==> src/rtl/ultrasonic_ranger_register_slave_defines.svh <==
// ---------------------------------------------------------------------------
// Ultrasonic ranger assertion macros
// Shorthand for the concurrent checks in the ranger RTL. Each macro expects
// signals named clk and rst in the module where it is used.
// ---------------------------------------------------------------------------
`ifndef ULTRASONIC_RANGER_REGISTER_SLAVE_DEFINES_SVH
`define ULTRASONIC_RANGER_REGISTER_SLAVE_DEFINES_SVH

// Same-cycle implication, checked outside reset.
`define USR_ASSERT_NOW(label, ante, cons, msg) \
  label: assert property (@(posedge clk) disable iff (rst) (ante) |-> (cons)) \
    else $error(msg);

// Next-cycle implication, checked outside reset.
`define USR_ASSERT_NEXT(label, ante, cons, msg) \
  label: assert property (@(posedge clk) disable iff (rst) (ante) |=> (cons)) \
    else $error(msg);

`endif

==> src/rtl/usr_pkg.sv <==
// ---------------------------------------------------------------------------
// Ultrasonic ranger package
// Command codes, register addresses, control bits and reset values.
// ---------------------------------------------------------------------------
`default_nettype none

package usr_pkg;

  localparam int TIMER_BITS_DEFAULT = 32;
  localparam int CFG_INDEX_BITS     = 1;
  localparam int CFG_DATA_BITS      = 32;

  // Item commands.
  localparam logic [1:0] CMD_WRITE = 2'd0;
  localparam logic [1:0] CMD_READ  = 2'd1;
  localparam logic [1:0] CMD_EDGE  = 2'd2;
  localparam logic [1:0] CMD_POLL  = 2'd3;

  // Bus register map.
  localparam logic [7:0] ADDR_CTRL = 8'h00;
  localparam logic [7:0] ADDR_DIST = 8'h01;

  // Bit positions of the control/status byte.
  localparam int CTRL_READY_POS  = 7;
  localparam int CTRL_CONT_POS   = 6;
  localparam int CTRL_SINGLE_POS = 5;

  // Byte counts returned by a read.
  localparam logic [1:0] NBYTES_NONE   = 2'd0;
  localparam logic [1:0] NBYTES_STATUS = 2'd1;
  localparam logic [1:0] NBYTES_DIST   = 2'd2;

  // Configuration register indexes.
  localparam logic [CFG_INDEX_BITS-1:0] CFG_COUNTER_TOP = 1'd0;
  localparam logic [CFG_INDEX_BITS-1:0] CFG_DIST_SCALE  = 1'd1;

  localparam logic [31:0] COUNTER_TOP_RESET = 32'hFFFF_FFFF;
  localparam logic [15:0] DIST_SCALE_RESET  = 16'd11239;
  localparam logic [15:0] DIST_INVALID      = 16'hFFFF;

endpackage

`default_nettype wire

==> src/rtl/ultrasonic_ranger_register_slave.sv <==
// ---------------------------------------------------------------------------
// Ultrasonic ranger register slave
// Echo-time rangefinder with a control/status register and a distance
// register, driven by a stream of bus, echo-edge and poll words.
// ---------------------------------------------------------------------------
// Usage:
//   Input words (item_valid/item_ready) carry a command: a register write, a
//   register read, a timer capture taken at an echo edge, or a poll step
//   that may start a trigger pulse. Every input word yields exactly one
//   result word (result_valid/result_ready) in the same order.
//   A word is first taken into the input register; once the result register
//   is free or being emptied, the single-pass logic updates the ranger state
//   and loads the result register. One word is accepted in every cycle while
//   results are taken; the path holds one input register and one result
//   register, with the echo-duration multiply between them.
//   When the receiver stalls, the result register holds its word, the input
//   register holds at most one more, and item_ready then drops until the
//   result is taken, so nothing is lost or repeated.
//   The configuration port (cfg_we, cfg_index, cfg_data) sets the timer
//   reload value and the distance scale; it is meant to be written while no
//   words are in flight. Synchronous reset empties both registers, clears
//   the control flags and marks the distance invalid (all ones).
// ---------------------------------------------------------------------------
`default_nettype none

`include "ultrasonic_ranger_register_slave_defines.svh"

module ultrasonic_ranger_register_slave
  import usr_pkg::*;
#(
  parameter int TIMER_BITS = TIMER_BITS_DEFAULT
) (
  input  wire logic                      clk,
  input  wire logic                      rst,
  // Configuration write port.
  input  wire logic                      cfg_we,
  input  wire logic [CFG_INDEX_BITS-1:0] cfg_index,
  input  wire logic [CFG_DATA_BITS-1:0]  cfg_data,
  // Input words.
  input  wire logic                      item_valid,
  output logic                           item_ready,
  input  wire logic [1:0]                cmd,
  input  wire logic [7:0]                reg_addr,
  input  wire logic [7:0]                write_data,
  input  wire logic [31:0]               capture_value,
  // Result words.
  output logic                           result_valid,
  input  wire logic                      result_ready,
  output logic                           trigger_fire,
  output logic [1:0]                     read_bytes,
  output logic [15:0]                    read_data,
  output logic                           measure_done
);

  localparam int PROD_BITS = TIMER_BITS + 16;
  // Largest distance that fits the 16-bit register, at timer width.
  localparam logic [TIMER_BITS-1:0] DIST_MAX = TIMER_BITS'(DIST_INVALID);

  // Configuration registers.
  logic [31:0] counter_top;
  logic [15:0] distance_scale_q16;

  always_ff @(posedge clk) begin
    if (rst) begin
      counter_top        <= COUNTER_TOP_RESET;
      distance_scale_q16 <= DIST_SCALE_RESET;
    end else if (cfg_we) begin
      case (cfg_index)
        CFG_COUNTER_TOP: counter_top        <= cfg_data;
        CFG_DIST_SCALE:  distance_scale_q16 <= cfg_data[15:0];
        default: ;
      endcase
    end
  end

  // Input register. The word in it is processed once the result register
  // is free, or is being emptied in the same cycle.
  logic                  item_held;
  logic [1:0]            cmd_q;
  logic [7:0]            addr_q;
  logic [7:0]            data_q;
  logic [TIMER_BITS-1:0] cap_q;
  logic                  advance;

  assign advance    = item_held && (!result_valid || result_ready);
  assign item_ready = !item_held || advance;

  always_ff @(posedge clk) begin
    if (rst) begin
      item_held <= 1'b0;
    end else if (item_ready) begin
      item_held <= item_valid;
    end
  end

  always_ff @(posedge clk) begin
    if (item_valid && item_ready) begin
      cmd_q  <= cmd;
      addr_q <= reg_addr;
      data_q <= write_data;
      cap_q  <= capture_value[TIMER_BITS-1:0];
    end
  end

  // Ranger state.
  logic                  continuous_mode;
  logic                  single_pending;
  logic                  ready_flag;
  logic                  measurement_complete;
  logic                  capture_armed;
  logic                  echo_phase;
  logic [TIMER_BITS-1:0] rise_count;
  logic [15:0]           distance_value;

  logic                  continuous_mode_next;
  logic                  single_pending_next;
  logic                  ready_flag_next;
  logic                  measurement_complete_next;
  logic                  capture_armed_next;
  logic                  echo_phase_next;
  logic [TIMER_BITS-1:0] rise_count_next;
  logic [15:0]           distance_value_next;

  logic                  fire_next;
  logic [1:0]            nbytes_next;
  logic [15:0]           rdata_next;
  logic                  done_next;

  // Echo duration. A falling capture at or below the rising one means the
  // timer rolled over at counter_top in between.
  logic [TIMER_BITS-1:0] diff;
  logic [TIMER_BITS-1:0] wrapped;
  logic [TIMER_BITS-1:0] ticks;
  logic [PROD_BITS-1:0]  product;
  logic [TIMER_BITS-1:0] dist_raw;
  logic [15:0]           dist_sat;

  always_comb begin
    diff     = cap_q - rise_count;
    wrapped  = counter_top[TIMER_BITS-1:0] + diff + TIMER_BITS'(1);
    ticks    = (cap_q > rise_count) ? diff : wrapped;
    product  = PROD_BITS'(ticks) * PROD_BITS'(distance_scale_q16);
    dist_raw = product[PROD_BITS-1:16];
    dist_sat = (dist_raw > DIST_MAX) ? DIST_INVALID : dist_raw[15:0];
  end

  always_comb begin
    continuous_mode_next      = continuous_mode;
    single_pending_next       = single_pending;
    ready_flag_next           = ready_flag;
    measurement_complete_next = measurement_complete;
    capture_armed_next        = capture_armed;
    echo_phase_next           = echo_phase;
    rise_count_next           = rise_count;
    distance_value_next       = distance_value;
    fire_next                 = 1'b0;
    nbytes_next               = NBYTES_NONE;
    rdata_next                = 16'd0;
    done_next                 = 1'b0;

    case (cmd_q)
      CMD_WRITE: begin
        // The ready bit is read-only; other bits of the byte are dropped.
        if (addr_q == ADDR_CTRL) begin
          continuous_mode_next = data_q[CTRL_CONT_POS];
          single_pending_next  = data_q[CTRL_SINGLE_POS];
        end
      end
      CMD_READ: begin
        if (addr_q == ADDR_CTRL) begin
          nbytes_next                  = NBYTES_STATUS;
          rdata_next[CTRL_READY_POS]   = ready_flag;
          rdata_next[CTRL_CONT_POS]    = continuous_mode;
          rdata_next[CTRL_SINGLE_POS]  = single_pending;
        end else if (addr_q == ADDR_DIST) begin
          nbytes_next = NBYTES_DIST;
          rdata_next  = distance_value;
        end
      end
      CMD_EDGE: begin
        if (capture_armed) begin
          if (!echo_phase) begin
            rise_count_next = cap_q;
            echo_phase_next = 1'b1;
          end else if (!measurement_complete) begin
            distance_value_next       = dist_sat;
            ready_flag_next           = 1'b1;
            measurement_complete_next = 1'b1;
            echo_phase_next           = 1'b0;
            capture_armed_next        = 1'b0;
            done_next                 = 1'b1;
          end
        end
      end
      CMD_POLL: begin
        // A pending single shot takes precedence over continuous mode.
        if (single_pending || (continuous_mode && measurement_complete)) begin
          single_pending_next       = 1'b0;
          capture_armed_next        = 1'b1;
          measurement_complete_next = 1'b0;
          ready_flag_next           = 1'b0;
          echo_phase_next           = 1'b0;
          fire_next                 = 1'b1;
        end
      end
      default: ;
    endcase
  end

  always_ff @(posedge clk) begin
    if (rst) begin
      continuous_mode      <= 1'b0;
      single_pending       <= 1'b0;
      ready_flag           <= 1'b0;
      measurement_complete <= 1'b0;
      capture_armed        <= 1'b0;
      echo_phase           <= 1'b0;
      rise_count           <= '0;
      distance_value       <= DIST_INVALID;
    end else if (advance) begin
      continuous_mode      <= continuous_mode_next;
      single_pending       <= single_pending_next;
      ready_flag           <= ready_flag_next;
      measurement_complete <= measurement_complete_next;
      capture_armed        <= capture_armed_next;
      echo_phase           <= echo_phase_next;
      rise_count           <= rise_count_next;
      distance_value       <= distance_value_next;
    end
  end

  // Result register.
  always_ff @(posedge clk) begin
    if (rst) begin
      result_valid <= 1'b0;
    end else if (advance) begin
      result_valid <= 1'b1;
    end else if (result_ready) begin
      result_valid <= 1'b0;
    end
  end

  always_ff @(posedge clk) begin
    if (advance) begin
      trigger_fire <= fire_next;
      read_bytes   <= nbytes_next;
      read_data    <= rdata_next;
      measure_done <= done_next;
    end
  end

  `USR_ASSERT_NOW(a_armed_not_complete, 1'b1, !(capture_armed && measurement_complete), "capture armed while a measurement is complete")
  `USR_ASSERT_NEXT(a_advance_gives_result, advance, result_valid, "processed word produced no result")
  `USR_ASSERT_NOW(a_done_sets_ready, result_valid && measure_done, ready_flag && !capture_armed, "completed measurement left ready clear or capture armed")
  `USR_ASSERT_NOW(a_fire_rearms, result_valid && trigger_fire, capture_armed && !ready_flag && !echo_phase, "trigger fired without re-arming capture")
  `USR_ASSERT_NOW(a_read_bytes_range, result_valid, read_bytes != 2'd3, "read byte count out of range")

endmodule

`default_nettype wire
==> config.mk <==
export PLATFORM = sky130hd
export DESIGN_NAME = ultrasonic_ranger_register_slave
export DESIGN_NICKNAME = d
export VERILOG_FILES = /design/src/rtl/usr_pkg.sv /design/src/rtl/ultrasonic_ranger_register_slave.sv
export VERILOG_INCLUDE_DIRS = /design/src /design/src/rtl
export SDC_FILE = /design/constraint.sdc
export NUM_CORES = 2
export LEC_CHECK = 0
export CAP_MARGIN = 30
export CORE_MARGIN = 2
export CORE_UTILIZATION = 40
export DETAILED_ROUTE_END_ITERATION = 6
export DONT_BUFFER_PORTS = 1
export HOLD_SLACK_MARGIN = 0.1
export PLACE_DENSITY = 0.52
export SLEW_MARGIN = 15
export SYNTH_ARGS = -nofsm -noshare
export SYNTH_HDL_FRONTEND = slang
export SYNTH_SLANG_ARGS = --single-unit
export TNS_END_PERCENT = 1
==> constraint.sdc <==
create_clock -name clk -period 13.6 [get_ports clk]
set_clock_uncertainty 0.15 [all_clocks]
set_input_delay 0 -clock clk [delete_from_list [all_inputs] [get_ports clk]]
set_output_delay 0 -clock clk [all_outputs]
set_load 0.01 [all_outputs]
# Word level (Yosys, flattened, before mapping)
# Index checks and enable logic that the tools add are counted.
# totals
ff_bits,173
input_bits,88
output_inout_bits,22
elab_cells,95
# classes
add_sub_neg,3
n_mul,1
order_cmp,2
n_eq_ne,9
muxes,27
bitwise,5
n_reduce_logical,26
# op_table
op,count
multiplier 32 x 16 -> 48 bit,1
adder 32 x 1 -> 32 bit (second input constant),1
adder 32 bit,1
greater-than comparator 32 x 16 -> 1 bit (second input constant),1
greater-than comparator 32 bit,1
two-way mux 32 bit,1
subtractor 32 bit,1
two-way mux 1 bit,17
two-way mux 16 bit,1
AND reduction 4 bit,3
!= test 2 bit (second input constant),5
one-hot mux 1 bit (2 select lines),5
AND reduction 5 bit,2
AND reduction 3 bit,3
== test 8 x 1 -> 1 bit (second input constant),1
zero test 8 bit,1
two-way mux 8 bit,1
AND reduction 6 bit,1
nonzero test 2 bit,3
inverter 1 bit,5
== test 2 bit (second input constant),2
AND reduction 2 bit,2
logical AND 1 bit,3
logical OR 1 bit,3
7 further kinds,8

# Logic depth before layout (Yosys ltp)
# depth
word_depth,7
ltp_mapped,51
depth_no_buf,49

# Least setup slack after synthesis
# No wires, ideal clock.
# synth_path
kind,reg2reg
from,register cap_q[1]
to,register distance_value[10]
setup_ns,0.125
t_arrival_ns,11.006
required_ns,13.325
slack_ns,2.318
stages_incl_launch_ff,48
n_path_buf,3
synth_period_minus_slack_ns,11.282
cell_sequence,edfxtp_1 ha_1 nor2b_1 o21a_1 o21ai_0 a211oi_1 o311ai_0 nand3b_1 a21oi_1 o21bai_1 a21oi_1 xnor2_1 ha_1 a21o_1 a21o_1 a21o_1 a21o_1 a21oi_1 [12 not listed] fa_1 fa_1 inv_1 fa_1 inv_1 ha_1 clkbuf_1 nand4_1 inv_1 nand3_1 or2_2 a311oi_2 o211ai_1 a31o_1 a2111o_1 nor4_4 buf_6 a31oi_1
# synth_via
elab_chain_len,7
elab_cells_between_ends,8
classes_between,3 x add/sub; 1 x mul; 2 x order compare; 2 x mux
# synth_lines
element,line_no,source
start: declaration,ultrasonic_ranger_register_slave.sv:82,logic [TIMER_BITS-1:0] cap_q;
start signal: assignment,ultrasonic_ranger_register_slave.sv:101,cap_q <= capture_value[TIMER_BITS-1:0];
subtractor 32 bit,ultrasonic_ranger_register_slave.sv:139,diff = cap_q - rise_count;
adder 32 bit,ultrasonic_ranger_register_slave.sv:140,wrapped = counter_top[TIMER_BITS-1:0] + diff + TIMER_BITS'(1);
adder 32 x 1 -> 32 bit,ultrasonic_ranger_register_slave.sv:140,
two-way mux 32 bit (*),ultrasonic_ranger_register_slave.sv:141,ticks = (cap_q > rise_count) ? diff : wrapped;
multiplier 32 x 16 -> 48 bit (*),ultrasonic_ranger_register_slave.sv:142,product = PROD_BITS'(ticks) * PROD_BITS'(distance_scale_q16);
greater-than comparator 32 x 16 -> 1 bit,ultrasonic_ranger_register_slave.sv:144,dist_sat = (dist_raw > DIST_MAX) ? DIST_INVALID : dist_raw[15:0];
two-way mux 16 bit (*),ultrasonic_ranger_register_slave.sv:144,
end signal: assignment,ultrasonic_ranger_register_slave.sv:228,distance_value <= distance_value_next;
end: declaration,ultrasonic_ranger_register_slave.sv:113,logic [15:0] distance_value;
# Mark *: on every way between the ends. The rest lies on a longest branch, timed or not.
# A chain may end at the register's enable or synchronous reset.

# Worst setup path after layout
# layout_path
from,register cap_q[1]
to,register distance_value[0]
# The elaborated chain is that of the path after synthesis.

==> metrics.md <==
| Metric | Value |
|---|---|
| Status | `complete, no violations` |
| Syn nets | `3737` |
| Max-cap viol count | `0` |
| Syn avg cell area | `about 8.5 um2` |
| RSZ-0062 raised after global routing | `no` |
| Die Ht | `around 260 um` |
| Routed WL | `74800 um` |
| Cells after Synth | `3048` |
| Min-delay worst type | `in2reg` |
| Die area | `between 60000 and 70000 um2` |
| Detailed Routing Iterations Pass 1 | `5` |
| Crit-path slowest cell | `o311ai_0` |
| Clock-pin slew on the worst setup and hold paths | `roughly 0.08 ns` |
| Buf/Inv on CP | `5` |
| Post-DR wirelength/cell | `between 15 and 20 um` |
| Routed Antenna Nets | `0` |
| Count leader, synth | `nand2_1` |
| # rows | `93` |
| Routed vias | `approximately 21000` |
| Critical path's top delay family | `compound AO/OA/AOI/OAI gates` |
| Port Buffer Count | `0` |
| I/O Pins | `110` |
| Drt drc | `0` |
| Largest net degree at the start of global routing | `90` |
| Clk sinks | `around 170` |
| GRT Overall Usage | `23.3%` |
| Fin nets | `~3800` |
| Area growth from synthesis to layout | `12.8%` |
| H-tree depth | `4` |
| Fin crit period | `around 13 ns` |
| Top_reg_cell synth | `dfxtp_1` |
| CP Data Arrival Time | `approximately 13 ns` |
| Total negative slack | `0 ns` |
| Yosys cell types | `72` |
| Clk Latency, worst-skew pair | `0.46 ns` |
| Via density | `~5.2` |
| Crit Path Class | `reg2reg` |
| Period Utilization, post-route | `between 90% and 100%` |
| RD Place Congestion | `between 0.8 and 0.9` |
| Post-synth top cells | `nand2_1 (589), inv_1 (512), fa_1 (419)` |
| Crit path max fanout | `14` |
| Setup violations, final | `0` |
| Root Buffer | `clkbuf_16` |
| Synth area leader | `fa_1` |
| Largest cells by area after synthesis | `fa_1 (32%), ha_1 (8.8%), nand2_1 (8.5%)` |
| Slew Limit Fails | `0` |
| Synth top area share | `about 32%` |
| CTS tree | `built` |
| CP Capture Type | `register` |
| Ys async rst share | `0%` |
| Clock buffer count from CTS | `17` |
| Max incr delay on CP | `between 0.5 and 0.6 ns` |
| Dpl hpwl | `between 50000 and 60000 um` |
| Most frequent CP cell | `fa_1` |
| DR iter-0 viols | `between 1000 and 1500` |
| Gr ovfl total | `0` |
| Chip Width | `between 200 and 300 um` |
| Fmax | `79.3 MHz` |
| Critical path startpoint category | `register` |
| Synthesized cell area | `approximately 26000 um2` |
| Register bit total from synthesis | `168` |
| Starting density of the core | `between 40% and 50%` |
| Share of layout cells above drive strength 1 | `about 4.3%` |
| Post-synthesis sequential area ratio | `roughly 15%` |
| Core area | `approximately 64000 um2` |
| First-pass GRT wire length | `123000 um` |
| Worst EP required | `~14 ns` |
| Post-synth EDFFs | `64` |
| Initial antenna violation count | `4` |
| Worst slew pin tran | `about 1.0 ns` |
| Yosys synthesis warning count | `0` |
| Slew headroom | `between 30% and 40%` |
| Count of final hold-check violations | `0` |
| Clock Path Buffers | `2` |
| Post-CTS Setup Inserts | `0` |
| Vias in the first global route | `22500` |
## timing repair
action	CTS	global route
hold buffers	164	0
hold endpoints to repair	193	0
gates resized for setup	0	0
## routing by layer
metal / vias to the layer above / track usage (%) / part of all wire [%]
met5: - / 0 / 0.021
met4: 2 / 5.68 / 1.9
met3: 98 / 2.41 / 3.8
met2: 475 / 40.5 / 49
met1: 10600 / 31.1 / 45
li1: 9766 / - / -
## final timing paths
path                  start           endpoint  slack [ns]  cells past startpoint
max                cap_q[1]  distance_value[0]        0.99                     45
min            cfg_data[15]    counter_top[15]        0.13                      3
max reg2reg        cap_q[1]  distance_value[0]        0.99                     45
min reg2reg  rise_count[21]     rise_count[21]        0.31                      2
## kinds of logic (layout without fill, tap and decap cells)
group / after synthesis / after routing / synth area share (%)
mux: 30 / 30 / 1.21
xor+xnor: 71 / 71 / 2.40
other cells: 0 / 3 / 0
simple gates: 1101 / 1101 / 20.0
flops: 168 / 168 / 15.4
fa+ha+maj: 601 / 601 / 41.1
compound gates: 418 / 418 / 10.3
buf+inv: 659 / 759 / 9.58
## registers in the layout, indices dropped and copies added (netlist names), 2 cells and up
| signal | cells |
|---|---|
| distance_scale_q16 | 16 |
| data_q | 2 |
| read_data | 16 |
| read_bytes | 2 |
| cmd_q | 2 |
| rise_count | 32 |
| cap_q | 32 |
| distance_value | 16 |
| counter_top | 32 |
| addr_q | 8 |
## worst register-to-register path: cells and delay by family (launching register included)
| family | cells | cell delay (ns) |
|---|---|---|
| flops | 1 | 0.42 |
| buf+inv | 5 | 0.67 |
| compound gates | 22 | 5.47 |
| xor+xnor | 1 | 0.18 |
| fa+ha+maj | 9 | 4.07 |
| simple gates | 8 | 1.51 |
## cell type report
cell class,count,area [um2]
clock buffer,18,450
multi-input combinational,2221,19500
tap,855,1070
fill,6285,35000
antenna,3,7.51
clock inverter,14,176
inverter,512,1920
timing repair buffer,215,2080
sequential,168,4010
## per-stage QoR
stage	setup slack (ns)	std cells	instance area [um2]	utilization [%]	hold WS, ns
2_1_floorplan	2.32	3048	25900	-	-0.0511
3_3_place_gp	1.30	3800	26900	41.8	-0.0704
3_5_place_dp	1.07	3805	26900	41.9	-0.0696
4_1_cts	1.02	4001	29200	45.5	0.118
5_1_grt	0.147	4006	29300	45.5	0.149
6_report	0.992	4006	29300	45.5	0.127
## cell usage in the layout, fill, tap and decap left out, types with 16 or more instances in the layout
cell type / netlist / final
clkbuf_16: 0 / 18
a31oi_1: 25 / 25
dlygate4sd3_1: 0 / 163
nand2b_1: 23 / 23
o21a_1: 16 / 16
nand4_1: 27 / 27
o21ai_0: 57 / 52
nand3_1: 30 / 30
ha_1: 182 / 182
edfxtp_1: 64 / 64
nand3b_1: 44 / 44
and2_1: 200 / 199
dfxtp_1: 104 / 98
nor3_1: 20 / 20
fa_1: 419 / 419
o21bai_1: 19 / 19
buf_4: 0 / 46
nand2_1: 589 / 589
nor2_1: 112 / 111
a21oi_1: 163 / 162
xor2_1: 27 / 26
xnor2_1: 44 / 44
inv_1: 512 / 512
a21o_1: 43 / 43
mux2i_1: 19 / 19
and3_1: 17 / 17
Power is left out: the tool's default activity adds up to more than one toggle a clock period on the data nets, which glitch-free logic cannot reach.
